`src/rtl/tlmmr_pkg.sv`:
```
`timescale 1ns / 1ps
`default_nettype none
// ----------------------------------------------------------------------------
// tlmmr_pkg
// shared constants and types for the two-level min/max/rms summary
// ----------------------------------------------------------------------------
package tlmmr_pkg;

    localparam int FRAME_SAMPLES    = 256;
    localparam int FRAMES_PER_GROUP = 256;
    localparam int FRAME_LOG2       = 8;
    localparam int GROUP_LOG2       = 8;

    localparam logic [38:0] SUMSQ39_MAX = {39{1'b1}};
    localparam logic [50:0] SUMSQ51_MAX = {51{1'b1}};
    localparam logic [20:0] COUNT21_MAX = {21{1'b1}};
    localparam logic [15:0] RMS_MAX     = 16'd32768;

    localparam logic [1:0] LEVEL_FRAME = 2'd0;
    localparam logic [1:0] LEVEL_GROUP = 2'd1;
    localparam logic [1:0] LEVEL_BLOCK = 2'd2;

    // one closed span handed from the front end to the back end
    typedef struct packed {
        logic [1:0]  level;
        logic [15:0] min_value;
        logic [15:0] max_value;
        logic [59:0] num;       // dividend
        logic [28:0] den;       // divisor, at least 1
        logic        block_end;
    } job_t;

    // one finished result
    typedef struct packed {
        logic [1:0]  level;
        logic [15:0] min_value;
        logic [15:0] max_value;
        logic [15:0] rms_value;
        logic        block_end;
    } res_t;

endpackage
`default_nettype wire

```
`src/rtl/tlmmr_front.sv`:
```
`timescale 1ns / 1ps
`default_nettype none
// ----------------------------------------------------------------------------
// tlmmr_front
// accumulates sample stats, emits frame and block jobs; group jobs are built
// once the frame rms comes back from the back end
// ----------------------------------------------------------------------------
module tlmmr_front (
    input  wire logic              clk,
    input  wire logic              rst_n,
    input  wire logic              in_valid,
    output logic                   in_ready,
    input  wire logic [15:0]       sample,
    input  wire logic              last,
    output logic                   job_valid,
    input  wire logic              job_ready,
    output tlmmr_pkg::job_t        job,
    input  wire logic              frms_valid,
    input  wire logic [15:0]       frms
);

    typedef enum logic [4:0] {
        ST_RUN   = 5'b00001,
        ST_FRAME = 5'b00010,
        ST_WAIT  = 5'b00100,
        ST_GROUP = 5'b01000,
        ST_BLOCK = 5'b10000
    } state_t;

    state_t state_reg, state_next;

    logic signed [15:0] fmin_reg, fmax_reg, gmin_reg, gmax_reg, bmin_reg, bmax_reg;
    logic [38:0] fsum_reg, gsum_reg;
    logic [50:0] bsum_reg;
    logic [8:0]  fcnt_reg, gcnt_reg;
    logic [20:0] bcnt_reg;
    logic [8:0]  lastcnt_reg;
    logic        last_reg;
    logic        gclose_reg;

    logic signed [15:0] s;
    logic [15:0] mag;
    logic [31:0] sq;
    logic [39:0] fsum_add;
    logic [51:0] bsum_add;
    logic [39:0] gsum_add;
    logic [31:0] fsq;
    logic        take;

    assign s        = signed'(sample);
    assign mag      = s[15] ? 16'(-s) : s;
    assign sq       = mag * mag;
    assign fsum_add = {1'b0, fsum_reg} + {8'd0, sq};
    assign bsum_add = {1'b0, bsum_reg} + {20'd0, sq};
    assign fsq      = frms * frms;
    assign gsum_add = {1'b0, gsum_reg} + {8'd0, fsq};
    assign in_ready = (state_reg == ST_RUN);
    assign take     = in_valid && in_ready;

    always_comb
    begin
        job       = '0;
        job_valid = 1'b0;
        case (state_reg)
            ST_FRAME:
            begin
                job_valid     = 1'b1;
                job.level     = tlmmr_pkg::LEVEL_FRAME;
                job.min_value = fmin_reg;
                job.max_value = fmax_reg;
                job.num       = {21'd0, fsum_reg};
                job.den       = {20'd0, lastcnt_reg};
            end
            ST_GROUP:
            begin
                job_valid     = 1'b1;
                job.level     = tlmmr_pkg::LEVEL_GROUP;
                job.min_value = gmin_reg;
                job.max_value = gmax_reg;
                if (last_reg)
                begin
                    job.num = {13'd0, gsum_reg, 8'd0};
                    job.den = {12'd0, gcnt_reg - 9'd1, 8'd0} + {20'd0, lastcnt_reg};
                end
                else
                begin
                    job.num = {29'd0, gsum_reg[38:8]};
                    job.den = 29'd1;
                end
            end
            ST_BLOCK:
            begin
                job_valid     = 1'b1;
                job.level     = tlmmr_pkg::LEVEL_BLOCK;
                job.min_value = bmin_reg;
                job.max_value = bmax_reg;
                job.num       = {9'd0, bsum_reg};
                job.den       = {8'd0, bcnt_reg};
                job.block_end = 1'b1;
            end
            default: ;
        endcase
    end

    always_comb
    begin
        state_next = state_reg;
        case (state_reg)
            ST_RUN:
                if (take)
                begin
                    if (fcnt_reg == 9'(tlmmr_pkg::FRAME_SAMPLES - 1) || last)
                        state_next = ST_FRAME;
                    else if (last)
                        state_next = ST_BLOCK;
                end
            ST_FRAME: if (job_ready) state_next = ST_WAIT;
            ST_WAIT:
                if (frms_valid)
                    state_next = gclose_reg ? ST_GROUP : (last_reg ? ST_BLOCK : ST_RUN);
            ST_GROUP: if (job_ready) state_next = last_reg ? ST_BLOCK : ST_RUN;
            ST_BLOCK: if (job_ready) state_next = ST_RUN;
            default: state_next = ST_RUN;
        endcase
    end

    always_ff @(posedge clk or negedge rst_n)
    begin
        if (!rst_n)
        begin
            state_reg   <= ST_RUN;
            fcnt_reg    <= '0;
            gcnt_reg    <= '0;
            bcnt_reg    <= '0;
            fsum_reg    <= '0;
            gsum_reg    <= '0;
            bsum_reg    <= '0;
            fmin_reg    <= '0;
            fmax_reg    <= '0;
            gmin_reg    <= '0;
            gmax_reg    <= '0;
            bmin_reg    <= '0;
            bmax_reg    <= '0;
            lastcnt_reg <= '0;
            last_reg    <= 1'b0;
            gclose_reg  <= 1'b0;
        end
        else
        begin
            state_reg <= state_next;
            if (take)
            begin
                if (fcnt_reg == 9'd0 || s < fmin_reg) fmin_reg <= s;
                if (fcnt_reg == 9'd0 || s > fmax_reg) fmax_reg <= s;
                if (bcnt_reg == 21'd0 || s < bmin_reg) bmin_reg <= s;
                if (bcnt_reg == 21'd0 || s > bmax_reg) bmax_reg <= s;
                fsum_reg <= fsum_add[39] ? tlmmr_pkg::SUMSQ39_MAX : fsum_add[38:0];
                bsum_reg <= bsum_add[51] ? tlmmr_pkg::SUMSQ51_MAX : bsum_add[50:0];
                if (bcnt_reg != tlmmr_pkg::COUNT21_MAX) bcnt_reg <= bcnt_reg + 21'd1;
                lastcnt_reg <= fcnt_reg + 9'd1;
                last_reg    <= last;
                if (fcnt_reg == 9'(tlmmr_pkg::FRAME_SAMPLES - 1) || last)
                    fcnt_reg <= '0;
                else
                    fcnt_reg <= fcnt_reg + 9'd1;
            end
            if (state_reg == ST_FRAME && job_ready)
            begin
                // fold frame min/max into the group now, rms arrives later
                if (gcnt_reg == 9'd0 || fmin_reg < gmin_reg) gmin_reg <= fmin_reg;
                if (gcnt_reg == 9'd0 || fmax_reg > gmax_reg) gmax_reg <= fmax_reg;
                gcnt_reg   <= gcnt_reg + 9'd1;
                gclose_reg <= (gcnt_reg == 9'(tlmmr_pkg::FRAMES_PER_GROUP - 1)) || last_reg;
                fsum_reg   <= '0;
            end
            if (state_reg == ST_WAIT && frms_valid)
                gsum_reg <= gsum_add[39] ? tlmmr_pkg::SUMSQ39_MAX : gsum_add[38:0];
            if (state_reg == ST_GROUP && job_ready)
            begin
                gcnt_reg <= '0;
                gsum_reg <= '0;
            end
            if (state_reg == ST_BLOCK && job_ready)
            begin
                bcnt_reg <= '0;
                bsum_reg <= '0;
            end
        end
    end

endmodule
`default_nettype wire

```
`src/rtl/tlmmr_back.sv`:
```
`timescale 1ns / 1ps
`default_nettype none
// ----------------------------------------------------------------------------
// tlmmr_back
// one-deep job queue, serial divider and serial square root, output register
// ----------------------------------------------------------------------------
module tlmmr_back (
    input  wire logic              clk,
    input  wire logic              rst_n,
    input  wire logic              job_valid,
    output logic                   job_ready,
    input  wire tlmmr_pkg::job_t   job,
    output logic                   frms_valid,
    output logic [15:0]            frms,
    output logic                   res_valid,
    input  wire logic              res_ready,
    output tlmmr_pkg::res_t        res
);

    typedef enum logic [3:0] {
        B_IDLE = 4'b0001,
        B_DIV  = 4'b0010,
        B_SQRT = 4'b0100,
        B_OUT  = 4'b1000
    } bstate_t;

    bstate_t bst_reg;
    tlmmr_pkg::job_t q_reg;
    logic        q_valid_reg;
    logic [59:0] quo_reg;
    logic [29:0] rem_reg;
    logic [5:0]  step_reg;
    logic [31:0] root_reg;
    logic [33:0] srem_reg;
    logic [4:0]  sstep_reg;
    logic        res_valid_reg;
    tlmmr_pkg::res_t res_reg;

    logic [29:0] rem_sh;
    logic [29:0] rem_sub;
    logic [33:0] srem_sh;
    logic [33:0] trial;
    logic [15:0] rms_sat;

    assign job_ready = !q_valid_reg;
    assign res_valid = res_valid_reg;
    assign res       = res_reg;
    assign rem_sh    = {rem_reg[28:0], quo_reg[59]};
    assign rem_sub   = rem_sh - {1'b0, q_reg.den};
    assign srem_sh   = {srem_reg[31:0], quo_reg[59:58]};
    assign trial     = {root_reg, 2'b01};
    assign rms_sat   = (root_reg > {16'd0, tlmmr_pkg::RMS_MAX}) ? tlmmr_pkg::RMS_MAX
                                                               : root_reg[15:0];
    assign frms_valid = (bst_reg == B_OUT) && !res_valid_reg
                        && q_reg.level == tlmmr_pkg::LEVEL_FRAME;
    assign frms       = rms_sat;

    always_ff @(posedge clk or negedge rst_n)
    begin
        if (!rst_n)
        begin
            bst_reg       <= B_IDLE;
            q_valid_reg   <= 1'b0;
            res_valid_reg <= 1'b0;
        end
        else
        begin
            if (res_valid_reg && res_ready) res_valid_reg <= 1'b0;
            if (job_valid && job_ready)
            begin
                q_reg       <= job;
                q_valid_reg <= 1'b1;
            end
            case (bst_reg)
                B_IDLE:
                    if (q_valid_reg)
                    begin
                        quo_reg  <= q_reg.num;
                        rem_reg  <= '0;
                        step_reg <= '0;
                        bst_reg  <= B_DIV;
                    end
                B_DIV:
                begin
                    // restoring division, one quotient bit a beat
                    if (!rem_sub[29])
                    begin
                        rem_reg <= rem_sub;
                        quo_reg <= {quo_reg[58:0], 1'b1};
                    end
                    else
                    begin
                        rem_reg <= rem_sh;
                        quo_reg <= {quo_reg[58:0], 1'b0};
                    end
                    step_reg <= step_reg + 6'd1;
                    if (step_reg == 6'd59)
                    begin
                        root_reg  <= '0;
                        srem_reg  <= '0;
                        sstep_reg <= '0;
                        bst_reg   <= B_SQRT;
                    end
                end
                B_SQRT:
                begin
                    // digit-by-digit root, two radicand bits a beat
                    quo_reg <= {quo_reg[57:0], 2'b00};
                    if (srem_sh >= trial)
                    begin
                        srem_reg <= srem_sh - trial;
                        root_reg <= {root_reg[30:0], 1'b1};
                    end
                    else
                    begin
                        srem_reg <= srem_sh;
                        root_reg <= {root_reg[30:0], 1'b0};
                    end
                    sstep_reg <= sstep_reg + 5'd1;
                    if (sstep_reg == 5'd29) bst_reg <= B_OUT;
                end
                B_OUT:
                    if (!res_valid_reg)
                    begin
                        res_reg.level     <= q_reg.level;
                        res_reg.min_value <= q_reg.min_value;
                        res_reg.max_value <= q_reg.max_value;
                        res_reg.rms_value <= rms_sat;
                        res_reg.block_end <= q_reg.block_end;
                        res_valid_reg     <= 1'b1;
                        q_valid_reg       <= 1'b0;
                        bst_reg           <= B_IDLE;
                    end
                default: bst_reg <= B_IDLE;
            endcase
        end
    end

endmodule
`default_nettype wire

```
`src/rtl/two_level_min_max_rms_summary.sv`:
```
`timescale 1ns / 1ps
`default_nettype none
// ----------------------------------------------------------------------------
// two_level_min_max_rms_summary
// frame, group and block min/max/rms of an audio sample stream
// ----------------------------------------------------------------------------
// usage:
//   s_axis carries one sample beat, tlast on the block's last sample.
//   m_axis carries result beats: a frame result every 256 samples or at
//   tlast, then a group result when 256 frames close or at tlast, then the
//   block result at tlast with tuser[2] set.
//   a sample that does not close a frame leaves the input ready for the next sample.
//   each result goes through a 60-step serial divider and a 30-step serial
//   square root between job pickup and output write; the back end takes no
//   new job until the result is written out.
//   a sample that closes a frame holds the input until the frame rms
//   returns; a group close then holds it until the group job is taken, and at
//   tlast the block job waits behind the group job.
//   a stalled m_axis holds the result in the output register; the back end
//   and then the input stall behind it.
//   reset empties all accumulators and drops any result in flight.
// ----------------------------------------------------------------------------
module two_level_min_max_rms_summary (
    input  wire logic        clk,
    input  wire logic        rst_n,
    input  wire logic        s_axis_tvalid,
    output logic             s_axis_tready,
    input  wire logic [15:0] s_axis_tdata,   // sample
    input  wire logic        s_axis_tlast,
    output logic             m_axis_tvalid,
    input  wire logic        m_axis_tready,
    output logic [47:0]      m_axis_tdata,   // min_value, max_value, rms_value
    output logic [2:0]       m_axis_tuser    // level, block_end
);

    logic            job_valid, job_ready, frms_valid;
    logic [15:0]     frms;
    tlmmr_pkg::job_t job;
    tlmmr_pkg::res_t res;

    tlmmr_front u_front (
        .clk        (clk),
        .rst_n      (rst_n),
        .in_valid   (s_axis_tvalid),
        .in_ready   (s_axis_tready),
        .sample     (s_axis_tdata),
        .last       (s_axis_tlast),
        .job_valid  (job_valid),
        .job_ready  (job_ready),
        .job        (job),
        .frms_valid (frms_valid),
        .frms       (frms)
    );

    tlmmr_back u_back (
        .clk        (clk),
        .rst_n      (rst_n),
        .job_valid  (job_valid),
        .job_ready  (job_ready),
        .job        (job),
        .frms_valid (frms_valid),
        .frms       (frms),
        .res_valid  (m_axis_tvalid),
        .res_ready  (m_axis_tready),
        .res        (res)
    );

    assign m_axis_tdata = {res.rms_value, res.max_value, res.min_value};
    assign m_axis_tuser = {res.block_end, res.level};

    a_rms_range: assert property (@(posedge clk) disable iff (!rst_n)
        m_axis_tvalid |-> m_axis_tdata[47:32] <= tlmmr_pkg::RMS_MAX)
        else $error("rms out of range");

    a_end_level: assert property (@(posedge clk) disable iff (!rst_n)
        m_axis_tvalid && m_axis_tuser[2] |-> m_axis_tuser[1:0] == tlmmr_pkg::LEVEL_BLOCK)
        else $error("block end on non-block result");

    a_minmax: assert property (@(posedge clk) disable iff (!rst_n)
        m_axis_tvalid |-> $signed(m_axis_tdata[15:0]) <= $signed(m_axis_tdata[31:16]))
        else $error("min above max");

endmodule
`default_nettype wire
```
`config.mk`:
```
export PLATFORM = sky130hd
export DESIGN_NAME = two_level_min_max_rms_summary
export DESIGN_NICKNAME = d
export VERILOG_FILES = /design/src/rtl/tlmmr_pkg.sv /design/src/rtl/tlmmr_front.sv /design/src/rtl/tlmmr_back.sv /design/src/rtl/two_level_min_max_rms_summary.sv
export SDC_FILE = /design/constraint.sdc
export NUM_CORES = 2
export LEC_CHECK = 0
export BUFFER_PORTS_ARGS = -buffer_cell sky130_fd_sc_hd__buf_2
export CAP_MARGIN = 0
export CORE_ASPECT_RATIO = 0.8
export CORE_MARGIN = 3
export CORE_UTILIZATION = 42
export DETAILED_ROUTE_END_ITERATION = 6
export SLEW_MARGIN = 20
export SYNTH_ARGS = -nofsm -noshare
export SYNTH_HDL_FRONTEND = slang
export SYNTH_SLANG_ARGS = --single-unit
```
`constraint.sdc`:
```
create_clock -name clk -period 12.4 [get_ports clk]
set_input_delay 3.1 -clock clk [delete_from_list [all_inputs] [get_ports clk]]
set_output_delay 3.1 -clock clk [all_outputs]
set_load 0.02 [all_outputs]
```
==> load_flow_metrics.sql <==
INSERT INTO impl_metrics (metric_group, metric, value, unit) VALUES
('yosys', 'synth_area_leaders', 'sky130_fd_sc_hd__edfxtp_1, sky130_fd_sc_hd__fa_1, sky130_fd_sc_hd__dfrtp_1', ''),
('timing', 'final.setup_skew', '0.0360', 'ns'),
('layout', 'nets', '6089', ''),
('worst_setup_path', 'crit_slowest_cell', 'sky130_fd_sc_hd__or4_1', ''),
('timing', 'post-route-min-period', '11.82', 'ns'),
('clock_network', 'ctsLongestPathBuffers', '3', ''),
('timing', 'drv_slew', '0', ''),
('timing', 'report.final.hold_viol_count', '0', ''),
('floorplan', 'start_util', '42.6', '%'),
('worst_setup_path', 'crit_path_end_kind', 'register', ''),
('yosys', 'area_leader_netlist', 'sky130_fd_sc_hd__edfxtp_1', ''),
('yosys', 'synth-seq-area-share', '33.6', '%'),
('worst_setup_path', 'worst-endpoint-required', '12.95', 'ns'),
('yosys', 'synth.distinct_cells', '93', ''),
('timing', 'final-setup-viol-count', '0', ''),
('yosys', 'syn_avg_cell_area', '9.75', 'um2'),
('yosys', 'post_synth_instance_area', '50000', 'um2'),
('layout', 'diode_count', '0', ''),
('clock_network', 'tritoncts_clock_tree', 'done', ''),
('yosys', 'synth-async-reset-ratio', '47.0', '%'),
('layout', 'instances_no_fill', '6875', ''),
('placement', 'dp_slack', '-0.120', 'ns'),
('routing', 'detail_route.iter0.violations', '2942', ''),
('clock_network', 'worst_setup_hold_path_clk_slew', '0.06', 'ns'),
('clock_network', 'htreeDepth', '3', ''),
('layout', 'largest_reg_flops', '107', ''),
('yosys', 'gate_count_of_the_mapped_netlist', '5133', ''),
('timing', 'layout_worst_path_cycle_share', '95.3', '%'),
('worst_setup_path', 'arrival', '12.37', 'ns'),
('floorplan', 'die_y', '315', 'um'),
('yosys', 'post-synth-top-count-cell', 'sky130_fd_sc_hd__inv_1', ''),
('flow_run', 'max_cap_violations', '0', ''),
('floorplan', 'num_io_pins', '74', ''),
('clock_network', 'tritoncts.num_buffers', '71', ''),
('floorplan', 'die_w', '392', 'um'),
('clock_network', 'clock-sinks', '608', ''),
('yosys', 'synth_commonest_cells', 'sky130_fd_sc_hd__inv_1, sky130_fd_sc_hd__nand2_1, sky130_fd_sc_hd__ha_1', ''),
('clock_network', 'cts_root_buffer', 'sky130_fd_sc_hd__clkbuf_16', ''),
('worst_setup_path', 'crit_fanout', '6', ''),
('status', 'status', 'complete, but fails checks', ''),
('global_routing', 'final_global_route_overflow_total', '0', ''),
('floorplan', 'die_area', '123000', 'um2'),
('floorplan', 'core_area', '117000', 'um2'),
('timing', 'max-slew-margin-rel', '27.2', '%'),
('placement', 'place_inst', '6746', ''),
('global_routing', 'global_route_wire_length_before_repair', '212000', 'um'),
('clock_network', 'clk-insertion-delay-late', '0.66', 'ns'),
('routing', 'totalWireLength', '133000', 'um'),
('timing', 'rsz0062_at_grt', 'no', ''),
('routing', 'post_drt_wl_per_cell', '19.3', 'um'),
('global_routing', 'grt_antenna_before_repair', '2', ''),
('worst_hold_path', 'min-delay-path-class', 'register to register', ''),
('layout', 'layout-area-overhead-vs-synth', '10.7', '%'),
('global_routing', 'grt_pass1_vias', '37502', ''),
('timing', 'worst_slew_pin_slew', '1.08', 'ns'),
('placement', 'detailed_place_hpwl', '101000', 'um'),
('placement', 'port_buffers', '73', ''),
('worst_setup_path', 'start_kind', 'input port', ''),
('layout', 'layout-drive-gt1-share', '9.07', '%'),
('placement', 'gp_congestion', '0.900', ''),
('yosys', 'ys_flop_type', 'sky130_fd_sc_hd__edfxtp_1', ''),
('routing', 'final_antenna_net_count', '0', ''),
('status', 'violations', 'design-rule violations', ''),
('global_routing', 'grt_start_max_net_pins', '85', ''),
('worst_setup_path', 'critical_path.max_stage_delay', '0.62', 'ns'),
('timing', 'final.setup.worst_slack', '0.581', 'ns'),
('routing', 'route.detailed.vias_per_inst', '5.50', ''),
('worst_setup_path', 'timing.critical_path.mode_cell', 'sky130_fd_sc_hd__fa_1', ''),
('yosys', 'synth-warning-count', '0', ''),
('yosys', 'synthDominantCellAreaShare', '19.3', '%'),
('floorplan', 'cell_row_count', '112', ''),
('timing', 'achievable-frequency', '84.6', 'MHz'),
('yosys', 'synth_edf_count', '322', ''),
('global_routing', 'grt_use_total', '21.6', '%'),
('worst_setup_path', 'setup.worst_path.class', 'input port to register', ''),
('yosys', 'postSynthRegisterBits', '608', ''),
('routing', 'first_pass_drt_iterations', '7', ''),
('routing', 'drt_drc_violations_left', '3', ''),
('routing', 'detailroute.via_count', '37800', ''),
('clock_network', 'post_cts_buffers', '0', '');
==> layout make-up <==
class	count	area [um2]
flip-flops and latches	608	16800
repair buffers	252	1730
well taps	1539	1930
multi-input cells	3601	29800
fillers	11052	62100
inverters	746	2800
clock buffers	101	1980
clock inverters	28	325
==> cell families after synthesis <==
family	share of synthesized area [%]
flip-flops	33.6
adder cells (fa/ha/maj)	25.1
multiplexers	3.08
other	0.0150
buffers and inverters	7.29
AND/OR/NAND/NOR	12.2
XOR/XNOR	3.97
AO/OA/AOI/OAI	14.7
==> worst max-delay path: cells and delay by family <==
kind	cells	cell delay, ns
buffers and inverters	9	1.03
and+or+nand+nor	8	1.90
adders and majority gates	8	3.71
AOI/OAI and AO/OA	10	2.27
xor gates and xnor gates	2	0.34
==> per-layer routing <==
| layer | vias to the layer above | share of wire (%) | global-route usage, % |
|---|---|---|---|
| met1 | 18586 | 49 | 32.6 |
| met2 | 917 | 43 | 32.5 |
| li1 | 18118 | - | - |
| met5 | - | 0.020 | 0 |
| met4 | 4 | 2.3 | 5.13 |
| met3 | 175 | 5.3 | 3.43 |
==> through the flow <==
stage	area [um2]	TNS [ns]	hold slack, ns	utilization (%)
floorplan	50200	0	0.400	-
global placement	53100	0	0.404	45.2
detailed placement	53100	-1.27	0.406	45.2
CTS	55400	0	0.420	47.1
global route	55400	0	0.420	47.2
finish	55400	0	0.416	47.2
==> worst paths after layout <==
path,startpoint,depth (start not counted),endpoint,slack [ns]
worst min-delay path,u_back.q_reg[93],0,u_back.res[20],0.42
max in group asynchronous,rst_n,3,u_front.fcnt_reg[3],8.12
worst max-delay path,s_axis_tdata[7],37,u_front.fsum_reg[33],0.58
min in group asynchronous,rst_n,1,u_front.bsum_reg[13],2.36
worst min register to register,u_back.q_reg[93],0,u_back.res[20],0.42
worst max register to register,u_back.root_reg[7],27,u_front.gsum_reg[26],2.78
==> layout by cell type (no fill, tap or decap), types with 66 or more instances in the layout <==
cell	count
sky130_fd_sc_hd__nor3_1	66
sky130_fd_sc_hd__a21o_1	104
sky130_fd_sc_hd__fa_1	359
sky130_fd_sc_hd__clkbuf_16	73
sky130_fd_sc_hd__xnor2_1	127
sky130_fd_sc_hd__a31oi_1	67
sky130_fd_sc_hd__nor2_1	308
sky130_fd_sc_hd__ha_1	429
sky130_fd_sc_hd__mux2i_1	83
sky130_fd_sc_hd__nand2_1	441
sky130_fd_sc_hd__buf_2	72
sky130_fd_sc_hd__dfrtp_1	284
sky130_fd_sc_hd__o21ai_0	210
sky130_fd_sc_hd__nand3_1	99
sky130_fd_sc_hd__inv_1	738
sky130_fd_sc_hd__a22oi_1	77
sky130_fd_sc_hd__edfxtp_1	322
sky130_fd_sc_hd__buf_4	178
sky130_fd_sc_hd__a21oi_1	291
sky130_fd_sc_hd__xor2_1	95
sky130_fd_sc_hd__and3_1	76
==> what timing repair did <==
item	in CTS	in global routing
endpoints found under the hold margin	0	0
hold buffers	0	0
endpoints found under the setup margin	0	13
resized for setup	0	4
Power is not shown: default switching activity piles up to over one toggle a cycle in this logic, so the estimate is an artifact.
